[src/sv/bucketed_hash_kv_table_defines.svh]
// ----------------------------------------------------------------------------
// Bucketed hash key-value table: assertion macros
// Shared assertion helpers, sampled on clk and disabled while rst_n is low.
// ----------------------------------------------------------------------------
`ifndef BUCKETED_HASH_KV_TABLE_DEFINES_SVH
`define BUCKETED_HASH_KV_TABLE_DEFINES_SVH

// Check that cons holds in the same cycle as ante.
`define HKV_ASSERT_SAME(label, ante, cons, msg) \
    label: assert property (@(posedge clk) disable iff (!rst_n) (ante) |-> (cons)) \
        else $error(msg);

// Check that cons holds in the cycle after ante.
`define HKV_ASSERT_NEXT(label, ante, cons, msg) \
    label: assert property (@(posedge clk) disable iff (!rst_n) (ante) |=> (cons)) \
        else $error(msg);

`endif

[src/sv/hkv_pkg.sv]
// ----------------------------------------------------------------------------
// Bucketed hash key-value table: package
// Sizes, command and status codes, and the controller/datapath interface.
// ----------------------------------------------------------------------------
`default_nettype none

package hkv_pkg;

    // Table geometry; the bucket is taken from the low key bits, so the
    // bucket count stays a power of two
    localparam int BUCKETS = 16;
    localparam int WAYS    = 2;
    localparam int BKT_W   = $clog2(BUCKETS);
    localparam int WAY_W   = (WAYS > 1) ? $clog2(WAYS) : 1;

    // Field widths
    localparam int MODE_W = 2;
    localparam int KEY_W  = 31;
    localparam int VAL_W  = 32;
    localparam int STAT_W = 3;

    // Command codes
    localparam logic [MODE_W-1:0] MODE_SET    = 2'd0;
    localparam logic [MODE_W-1:0] MODE_GET    = 2'd1;
    localparam logic [MODE_W-1:0] MODE_DELETE = 2'd2;
    localparam logic [MODE_W-1:0] MODE_EXISTS = 2'd3;

    // Result status codes
    localparam logic [STAT_W-1:0] ST_INSERTED = 3'd0;
    localparam logic [STAT_W-1:0] ST_UPDATED  = 3'd1;
    localparam logic [STAT_W-1:0] ST_NOSPACE  = 3'd2;
    localparam logic [STAT_W-1:0] ST_DELETED  = 3'd3;
    localparam logic [STAT_W-1:0] ST_NOTFOUND = 3'd4;
    localparam logic [STAT_W-1:0] ST_BADKEY   = 3'd5;

    // Value returned when no stored value is read
    localparam logic [VAL_W-1:0] NO_VALUE = '1;

    // One bucket row of the key and value memories
    typedef logic [WAYS-1:0][KEY_W-1:0] key_row_t;
    typedef logic [WAYS-1:0][VAL_W-1:0] val_row_t;

    // Controller to datapath
    typedef struct packed {
        logic load;     // capture the command word and read its bucket row
        logic commit;   // finish the command and load the result register
    } hkv_cmd_t;

    // Datapath to controller
    typedef struct packed {
        logic out_free; // result register can take a new word this cycle
    } hkv_sts_t;

endpackage

`default_nettype wire

[src/sv/bucketed_hash_kv_table.sv]
// ----------------------------------------------------------------------------
// Bucketed hash key-value table
// Key-value store of 16 buckets with 2 slots each; set, get, delete, exists.
// ----------------------------------------------------------------------------
// For each command, in the accept cycle the key's bucket row (key and value
// of every way) is read from the row memories into a register; in the
// execute state that follows, all ways are compared, the row is written
// back and the result word is loaded into the output register. That single
// memory port with its registered read means a new command is taken only
// once the last one has executed. The execute cycle waits while the output
// register still holds an untaken word. Key 0 is answered with the bad-key
// status and changes nothing. All slot valid bits clear at reset, so the
// table is usable in the first cycle after reset.
`default_nettype none

module bucketed_hash_kv_table
    import hkv_pkg::*;
(
    input  wire logic                    clk,
    input  wire logic                    rst_n,
    input  wire logic                    in_valid,
    output logic                         in_ready,
    input  wire logic [MODE_W-1:0]       mode,
    input  wire logic [KEY_W-1:0]        key,
    input  wire logic signed [VAL_W-1:0] write_value,
    output logic                         out_valid,
    input  wire logic                    out_ready,
    output logic [STAT_W-1:0]            status,
    output logic                         hit,
    output logic signed [VAL_W-1:0]      read_value
);

    hkv_cmd_t cmd;
    hkv_sts_t sts;

    // Sequence each command word
    hkv_ctrl u_ctrl (
        .clk      (clk),
        .rst_n    (rst_n),
        .in_valid (in_valid),
        .in_ready (in_ready),
        .sts      (sts),
        .cmd      (cmd)
    );

    // Hold the table and compute results
    hkv_dp u_dp (
        .clk         (clk),
        .rst_n       (rst_n),
        .cmd         (cmd),
        .sts         (sts),
        .mode        (mode),
        .key         (key),
        .write_value (write_value),
        .out_valid   (out_valid),
        .out_ready   (out_ready),
        .status      (status),
        .hit         (hit),
        .read_value  (read_value)
    );

endmodule

`default_nettype wire

[src/sv/hkv_ctrl.sv]
// ----------------------------------------------------------------------------
// Bucketed hash key-value table: controller
// Two-state sequencer: accept a command, then execute it once the result
// register is free.
// ----------------------------------------------------------------------------
`default_nettype none

module hkv_ctrl
    import hkv_pkg::*;
(
    input  wire logic     clk,
    input  wire logic     rst_n,
    input  wire logic     in_valid,
    output logic          in_ready,
    input  wire hkv_sts_t sts,
    output hkv_cmd_t      cmd
);

    localparam logic S_IDLE = 1'b0;
    localparam logic S_EXEC = 1'b1;

    logic state_reg;
    logic state_next;

    // Accept only while idle; the row read runs in the accept cycle
    assign in_ready   = (state_reg == S_IDLE);
    assign cmd.load   = in_valid && in_ready;
    assign cmd.commit = (state_reg == S_EXEC) && sts.out_free;

    // Advance the sequencer
    always_comb
    begin
        state_next = state_reg;
        unique case (state_reg)
            S_IDLE:
            begin
                if (cmd.load)
                begin
                    state_next = S_EXEC;
                end
            end
            S_EXEC:
            begin
                if (cmd.commit)
                begin
                    state_next = S_IDLE;
                end
            end
            default:
            begin
                state_next = S_IDLE;
            end
        endcase
    end

    always_ff @(posedge clk or negedge rst_n)
    begin
        if (!rst_n)
        begin
            state_reg <= S_IDLE;
        end
        else
        begin
            state_reg <= state_next;
        end
    end

endmodule

`default_nettype wire

[src/sv/hkv_dp.sv]
// ----------------------------------------------------------------------------
// Bucketed hash key-value table: datapath
// Key and value memories by bucket row, valid flops, way compare, result
// register.
// ----------------------------------------------------------------------------
`default_nettype none

`include "bucketed_hash_kv_table_defines.svh"

module hkv_dp
    import hkv_pkg::*;
(
    input  wire logic                    clk,
    input  wire logic                    rst_n,
    input  wire hkv_cmd_t                cmd,
    output hkv_sts_t                     sts,
    input  wire logic [MODE_W-1:0]       mode,
    input  wire logic [KEY_W-1:0]        key,
    input  wire logic signed [VAL_W-1:0] write_value,
    output logic                         out_valid,
    input  wire logic                    out_ready,
    output logic [STAT_W-1:0]            status,
    output logic                         hit,
    output logic signed [VAL_W-1:0]      read_value
);

    // Bucket row memories; entries are undefined until written
    key_row_t key_mem [BUCKETS];
    val_row_t val_mem [BUCKETS];

    // Captured command word
    logic [MODE_W-1:0] mode_reg;
    logic [KEY_W-1:0]  key_reg;
    logic [VAL_W-1:0]  wval_reg;

    // Registered bucket row read
    key_row_t rkey_reg;
    val_row_t rval_reg;

    // Per-slot valid bits
    logic [WAYS-1:0] valid_reg [BUCKETS];

    // Result register
    logic              out_valid_reg;
    logic [STAT_W-1:0] status_reg;
    logic              hit_reg;
    logic [VAL_W-1:0]  read_value_reg;

    logic [BKT_W-1:0]  bkt;
    logic [BKT_W-1:0]  in_bkt;
    logic [WAYS-1:0]   vrow;
    logic [WAYS-1:0]   match;
    logic              m_found;
    logic [WAY_W-1:0]  m_idx;
    logic              f_found;
    logic [WAY_W-1:0]  f_idx;
    logic              bad_key;
    logic [STAT_W-1:0] status_next;
    logic [VAL_W-1:0]  read_value_next;
    logic              row_we;
    logic              set_valid;
    logic              clr_valid;
    key_row_t          wkey_row;
    val_row_t          wval_row;

    // Bucket is the key modulo the bucket count (a power of two)
    assign in_bkt = key[BKT_W-1:0];
    assign bkt    = key_reg[BKT_W-1:0];
    assign vrow   = valid_reg[bkt];

    // Compare all ways of the bucket, pick the lowest match and free way
    always_comb
    begin
        m_found = 1'b0;
        m_idx   = '0;
        f_found = 1'b0;
        f_idx   = '0;
        for (int w = 0; w < WAYS; w++)
        begin
            match[w] = vrow[w] && (rkey_reg[w] == key_reg);
            if (!m_found && match[w])
            begin
                m_found = 1'b1;
                m_idx   = WAY_W'(w);
            end
            if (!f_found && !vrow[w])
            begin
                f_found = 1'b1;
                f_idx   = WAY_W'(w);
            end
        end
    end

    assign bad_key = (key_reg == '0);

    // Decide the result and the table update
    always_comb
    begin
        status_next     = ST_NOTFOUND;
        read_value_next = NO_VALUE;
        row_we          = 1'b0;
        set_valid       = 1'b0;
        clr_valid       = 1'b0;
        wkey_row        = rkey_reg;
        wval_row        = rval_reg;
        if (bad_key)
        begin
            status_next = ST_BADKEY;
        end
        else
        begin
            unique case (mode_reg)
                MODE_SET:
                begin
                    priority if (m_found)
                    begin
                        status_next        = ST_UPDATED;
                        row_we             = 1'b1;
                        wval_row[m_idx]    = wval_reg;
                    end
                    else if (f_found)
                    begin
                        status_next        = ST_INSERTED;
                        row_we             = 1'b1;
                        set_valid          = 1'b1;
                        wkey_row[f_idx]    = key_reg;
                        wval_row[f_idx]    = wval_reg;
                    end
                    else
                    begin
                        status_next        = ST_NOSPACE;
                    end
                end
                MODE_GET:
                begin
                    if (m_found)
                    begin
                        status_next     = ST_INSERTED;
                        read_value_next = rval_reg[m_idx];
                    end
                end
                MODE_DELETE:
                begin
                    if (m_found)
                    begin
                        status_next = ST_DELETED;
                        clr_valid   = 1'b1;
                    end
                end
                MODE_EXISTS:
                begin
                    if (m_found)
                    begin
                        status_next = ST_INSERTED;
                    end
                end
                default:
                begin
                    status_next = ST_NOTFOUND;
                end
            endcase
        end
    end

    // Capture the command word and read its bucket row
    always_ff @(posedge clk)
    begin
        if (cmd.load)
        begin
            mode_reg <= mode;
            key_reg  <= key;
            wval_reg <= write_value;
            rkey_reg <= key_mem[in_bkt];
            rval_reg <= val_mem[in_bkt];
        end
    end

    // Write back the merged bucket row
    always_ff @(posedge clk)
    begin
        if (cmd.commit && row_we)
        begin
            key_mem[bkt] <= wkey_row;
            val_mem[bkt] <= wval_row;
        end
    end

    // Update valid bits
    always_ff @(posedge clk or negedge rst_n)
    begin
        if (!rst_n)
        begin
            for (int b = 0; b < BUCKETS; b++)
            begin
                valid_reg[b] <= '0;
            end
        end
        else if (cmd.commit)
        begin
            if (set_valid)
            begin
                valid_reg[bkt][f_idx] <= 1'b1;
            end
            if (clr_valid)
            begin
                valid_reg[bkt][m_idx] <= 1'b0;
            end
        end
    end

    // Result word valid: load on commit, drop when taken
    always_ff @(posedge clk or negedge rst_n)
    begin
        if (!rst_n)
        begin
            out_valid_reg <= 1'b0;
        end
        else if (cmd.commit)
        begin
            out_valid_reg <= 1'b1;
        end
        else if (out_ready)
        begin
            out_valid_reg <= 1'b0;
        end
    end

    // Result word payload
    always_ff @(posedge clk)
    begin
        if (cmd.commit)
        begin
            status_reg     <= status_next;
            hit_reg        <= m_found && !bad_key;
            read_value_reg <= read_value_next;
        end
    end

    assign sts.out_free = !out_valid_reg || out_ready;
    assign out_valid    = out_valid_reg;
    assign status       = status_reg;
    assign hit          = hit_reg;
    assign read_value   = read_value_reg;

    // A hit only comes with a hit status
    `HKV_ASSERT_SAME(a_hit_status, out_valid_reg && hit_reg, (status_reg == ST_UPDATED) || (status_reg == ST_INSERTED) || (status_reg == ST_DELETED), "hit with a miss status")
    // A miss never returns a stored value
    `HKV_ASSERT_SAME(a_miss_value, out_valid_reg && !hit_reg, read_value_reg == NO_VALUE, "miss returned a value")
    // A rejected key never hits
    `HKV_ASSERT_SAME(a_badkey_nohit, out_valid_reg && (status_reg == ST_BADKEY), !hit_reg, "bad key hit")
    // A commit always presents a result next cycle
    `HKV_ASSERT_NEXT(a_commit_out, cmd.commit, out_valid_reg, "commit lost its result")

endmodule

`default_nettype wire
[config.mk]
export PLATFORM = sky130hd
export DESIGN_NAME = bucketed_hash_kv_table
export DESIGN_NICKNAME = d
export VERILOG_FILES = /design/src/sv/hkv_pkg.sv /design/src/sv/bucketed_hash_kv_table.sv /design/src/sv/hkv_ctrl.sv /design/src/sv/hkv_dp.sv
export VERILOG_INCLUDE_DIRS = /design/src /design/src/sv
export SDC_FILE = /design/constraint.sdc
export NUM_CORES = 2
export LEC_CHECK = 0
export BUFFER_PORTS_ARGS = -buffer_cell sky130_fd_sc_hd__buf_2
export CORE_UTILIZATION = 51
export CTS_BUF_LIST = sky130_fd_sc_hd__clkbuf_8
export DETAILED_ROUTE_END_ITERATION = 16
export PLACE_DENSITY = 0.73
export SYNTH_ARGS = -nofsm -noshare
export SYNTH_HDL_FRONTEND = slang
export SYNTH_SLANG_ARGS = --single-unit
[constraint.sdc]
create_clock -name clk -period 14.4 [get_ports clk]
set_clock_uncertainty 0.1 [all_clocks]
set_input_delay 2.16 -clock clk [delete_from_list [all_inputs] [get_ports clk]]
set_output_delay 2.16 -clock clk [all_outputs]
set_load 0.01 [all_outputs]
After elaboration in Yosys (flattened, before gate mapping)
Memory sizes are Yosys's and may differ from the RTL's. A register that Yosys moved wholly into a read port is not among the register bits. Index checks and enable logic that the tools add are counted.

Register bits after elaboration: 135. Latch bits: 0. Memory bits (writable): 2016. Bits in read-only memories: 0. Input port bits: 69. Output and inout bits: 38. Logic and storage cells: 126. Memories kept: 2.

Add/sub/neg operators: 0. Multipliers: 0. Divide/modulo/power cells: 0. Order comparisons: 6. Equal/unequal tests: 5. Shift-type cells: 0. Multiplexer cells: 61. Bitwise gates (word level): 7. Reductions and logical operators: 21.

Memory list: u_dp.val_mem (depth 16, width 64, rd ports 1, clocked after memory_dff 1, write ports 1, line hkv_dp.sv:29) `val_row_t val_mem [BUCKETS];`; u_dp.key_mem (depth 16, width 62, rd ports 1, clocked after memory_dff 1, write ports 1, line hkv_dp.sv:28) `key_row_t key_mem [BUCKETS];`.

Operators by type and width (number): $mux 64 (4); $mux 62 (4); $mux 32 (7); $bwmux 64 (2); $demux 32 s1 (2); $bwmux 62 (1); $eq 31x31->1 (2); $and 32x32->32 (1); $not 32->32 (1); $or 32x32->32 (1); $demux 31 s1 (1); $logic_not 31->1 (1); $mux 31 (1); $mux 1 (24); $demux 2 s4 (2); $logic_and 1x1->1 (11); $mux 2 (5); $mux 3 (3); $pmux 3 s3 (1); $bmux 2 s4 (1); $ge 5x5->1 const B (1); $lt 5x1->1 const B (1); $not 4->5 (1); $eq 2x2->1 const B (2); other kinds (12) (20).

Longest topological paths before layout
Depth after elaboration: 18. Mapped depth: 12. Gate-level depth less buffers: 7.

Cells and area by module
Synthesis repeated with hierarchy kept, for this count alone.

Cells, all modules: 3648. Area, all modules: 87097.3 um^2.

By module, submodules not included: hkv_dp (times used 1, cells an instance 3643, area an instance 87046.0 um^2, sequential area each 68180.4 um^2); hkv_ctrl (times used 1, cells an instance 5, area an instance 51.3 um^2, sequential area each 25.0 um^2).

Least setup slack after synthesis
OpenSTA, ideal clock, no wires.

Path kind: input port to flip-flop. From: input out_ready. To: memory u_dp.key_mem[5][0] (netlist bit), enable pin. Library setup time: 765 ps. Arrival: 12512 ps. Data required time: 13535 ps. Setup slack: 1022 ps. Stages: 5. Path buffers: 1. Cell sequence: nand2b_1 and2_1 clkbuf_1 nand3b_1 nor3_1.

RTL lines: from (decl) (line bucketed_hash_kv_table.sv:27) `input wire logic out_ready,`; to (decl) (line hkv_dp.sv:28).

Worst setup path in the final report
From: register u_dp.key_reg[0]. To: memory u_dp.val_mem[10][24] (netlist bit), enable pin.

Cells in the longest elaborated chain, start to end: 15. Elaborated cells on any way between the ends: 24. Classes of those cells: 2 x eq/ne; 13 x mux; 1 x bitwise; 8 x reduce/logical.

RTL lines: from (decl) (line hkv_dp.sv:33) `logic [KEY_W-1:0] key_reg;`; from (signal assigned) (line hkv_dp.sv:171) `key_reg <= key;`; $not 4->5 (not written as such) (line hkv_dp.sv:69) `assign vrow = valid_reg[bkt];`; $bmux 2 s4 (line hkv_dp.sv:69); $mux 2 (not written as such) (2 in series) (line hkv_dp.sv:69); $logic_and 1x1->1 (line hkv_dp.sv:80) `match[w] = vrow[w] && (rkey_reg[w] == key_reg);`; $mux 1 (line hkv_dp.sv:81) `if (!m_found && match[w])`; $logic_not 1->1 (line hkv_dp.sv:81); $logic_and 1x1->1 (line hkv_dp.sv:81); $mux 1 (line hkv_dp.sv:81); $mux 1 (line hkv_dp.sv:115) `priority if (m_found)`; $mux 1 (line hkv_dp.sv:112) `unique case (mode_reg)`; $mux 1 (line hkv_dp.sv:106) `if (bad_key)`; $logic_and 1x1->1 (line hkv_dp.sv:181) `if (cmd.commit && row_we)`; $mux 1 (line hkv_dp.sv:181); $mux 1 (not written as such) (line hkv_dp.sv:184) `val_mem[bkt] <= wval_row;`; to (decl) (line hkv_dp.sv:29).

Several ways; a longest one is shown, not always the timed one. The select of a mux whose other input is x is not followed.

==> impl_metrics.ini <==
[logic_synthesis]
synthTopCellsByArea = edfxtp_1 (77%), mux4_2 (16%), mux2_2 (1.6%)
ys_ff_latch = 2277
synth_cell_types = 43
synth.most_common_cell = edfxtp_1
synth-main-ff-cell = edfxtp_1
syn_inst = 3587
synth_area_per_cell_sq_um = 24.25
synth_top_area_share_pct = 77.43
synth_area_sq_um = 86990
yosysTopAreaCell = edfxtp_1
syn_nets = 3656
yosys-top-cells-count = edfxtp_1 (2,243), mux4_2 (613), mux2_2 (124)
synth-seq-area-share_pct = 78.41
ys_warn_count = 0
async_reset_ff_share_pct = 1.493
synth-edff-count = 2243

[sta]
worst_pin_slew_ps = 1321
setup_tns_ps = 0
slew_headroom_pct = 11.63
fmax_mhz = 165.0
rsz0062_at_grt = false
hold_violations = 0
finalSetupViolations = 0
min_period_over_period_pct = 42.08
fin_crit_ps = 6060
slew_viol_final = 0
fin_hold_ws_ps = 426.8

[global_route]
antenna_found_initial = 3
grt_overflow_total = 0
grt_use_total_pct = 22.38
grt_pass1_wl_mm = 277.2
grt_pass1_vias = 40700
grt_max_degree = 127

[layout]
fin_nets = 4000
drive_gt1_share_pct = 32.70
largest_reg_flops = 1024
fillers = 11880
syn_to_final_growth_pct = 10.84

[cts]
cts_resized = 0
clockBufferDepth = 4
cts-root-buf = clkbuf_8
cts_tree = built
cts_buffers = 350
clock_sinks = 2277
hold_buffers = 0
h-tree-depth = 5
clk_latency_ps = 1030
cts_setup_buffers = 0
clkTransAtPathRegs_ps = 70

[route]
via_per_inst = 6.171
drtIter0Drc = 4702
ant_nets = 0
firstDrtPassIters = 6
via_count = 39500
wl_per_cell_um = 29.91
post-route-drc-count = 0
routed_wl_mm = 191.4

[place]
buffer_ports.inserted = 106
gp_congestion = 0.8210
dpl.hpwl_mm = 93.61

[setup_path]
start_kind = register
arrival_ps = 6570
path_class = register to register
endpoint = u_dp.val_mem[10][24]
cp-end-kind = register
cp-startpoint = u_dp.key_reg[0]
critPathMaxFanout = 48
worstRegToRegCells = 10
critical_path_required_ps = 14910
reg2reg_slack_ps = 8340
reg2reg_from = u_dp.key_reg[0]
worstReg2RegEnd = u_dp.val_mem[10][24]

[power_and_ir_drop]
finalPower_mw = 14.19
p_leak_nw = 30.24
pwr_density_cell_nw_per_um2 = 147.2
peakVddDrop_mv = 0.1159

[job]
maxCapViolations = 0

[die]
die_w_um = 415.0
die_h_um = 415.0
core_sq_um = 169300
die-area_sq_um = 172200
io_pins = 107
initial_core_util_pct = 51.39
num_rows = 151

[outcome]
status = complete, no violations

[hold_path]
min_path_type = register to register
## worst max-delay path, stage by stage (launching register included)
cell	delay (ps)
edfxtp_1	870
xor2_1	150
nor3_1	430
nand4_1	200
or3_4	450
and2_4	210
a21o_1	470
nor3_2	260
buf_4	650
buf_4	840
buf_4	880
## power by group
part	leakage (nW)	internal (mW)	total, mW	switching, mW
sequential	20.6	7.94	8.10	0.151
combinational	6.06	0.386	1.29	0.905
clock	3.56	2.45	4.81	2.36
total	30.2	10.8	14.2	3.42
## worst min-delay path by stage
| stage | from | endpoint | slack (ps) | depth (start not counted) |
|---|---|---|---|---|
| after detailed placement | u_dp.valid_reg[11] | u_dp.valid_reg[11] | 410 | 2 |
| after floorplan | u_dp.valid_reg[13] | u_dp.valid_reg[13] | 380 | 2 |
| after global routing | u_dp.valid_reg[20] | u_dp.valid_reg[20] | 440 | 2 |
| after global placement | u_dp.valid_reg[13] | u_dp.valid_reg[13] | 400 | 2 |
| final | u_dp.valid_reg[11] | u_dp.valid_reg[11] | 430 | 2 |
| after CTS | u_dp.valid_reg[13] | u_dp.valid_reg[13] | 420 | 2 |
## cells in the final DEF, fill, tap and decap left out, types with 2 or more instances in the layout
master,synthesis,routed
edfxtp_1,2243,2243
mux4_2,613,613
clkbuf_8,0,359
mux2_2,124,124
inv_1,1,107
buf_2,19,102
a21oi_1,82,82
clkinv_1,0,72
xor2_1,62,62
buf_4,6,60
mux2i_1,52,52
clkinv_2,0,48
nand2_1,38,38
dfrtp_1,34,34
nor2_1,23,23
nor2b_1,26,21
nor4_1,20,20
a211oi_1,19,19
nor3_2,0,12
buf_12,0,11
nor3_1,23,10
bufinv_16,0,8
clkinvlp_4,0,7
nand4_1,6,6
mux4_1,6,6
nor2b_4,1,6
buf_8,1,4
diode_2,0,3
nand3_1,3,3
nand2b_1,3,3
a22oi_1,2,2
and3_1,2,2
or3_4,2,2
mux2_1,2,2
nand3b_1,2,2
## area by class of cell
type | instances | area, sq um | area share [%]
inverters | 1 | 3.754 | 0.003893
multi-input cells | 1124 | 18030 | 18.70
diodes | 3 | 7.507 | 0.007786
flip-flops and latches | 2277 | 68210 | 70.74
clock inverters | 242 | 1210 | 1.255
well taps | 2218 | 2775 | 2.878
repair buffers | 177 | 1241 | 1.287
clock buffers | 359 | 4941 | 5.125
## routing by layer
metal	vias to the layer above	wire (um)	track usage [%]	share of wire [%]
li1	16110	-	-	-
met1	21160	74810	30.61	39
met2	1957	95530	36.46	50
met3	274	16610	4.779	8.7
met4	0	4497	6.855	2.3
met5	-	0	0	0
## stage by stage
stage               worst slack, ps  util, %  instance area (sq um)  cells
floorplan                      1022        -                  86990   3587
global placement               8096    53.32                  90260   5797
detailed placement             7993    53.32                  90260   5797
CTS                            8361    56.95                  96410   6398
global route                   8231    56.95                  96410   6399
finish                         8340    56.95                  96410   6401
## cell families after synthesis
kind of cell	count (synthesis)	share of synthesized area (%)
flip-flops	2277	78.41
multiplexers	797	18.28
buffers and inverters	186	0.9896
AND/OR/NAND/NOR	156	0.9695
AO/OA/AOI/OAI	109	0.7250
XOR/XNOR	62	0.6243
No activity file was read; power rests on OpenSTA's default activity.
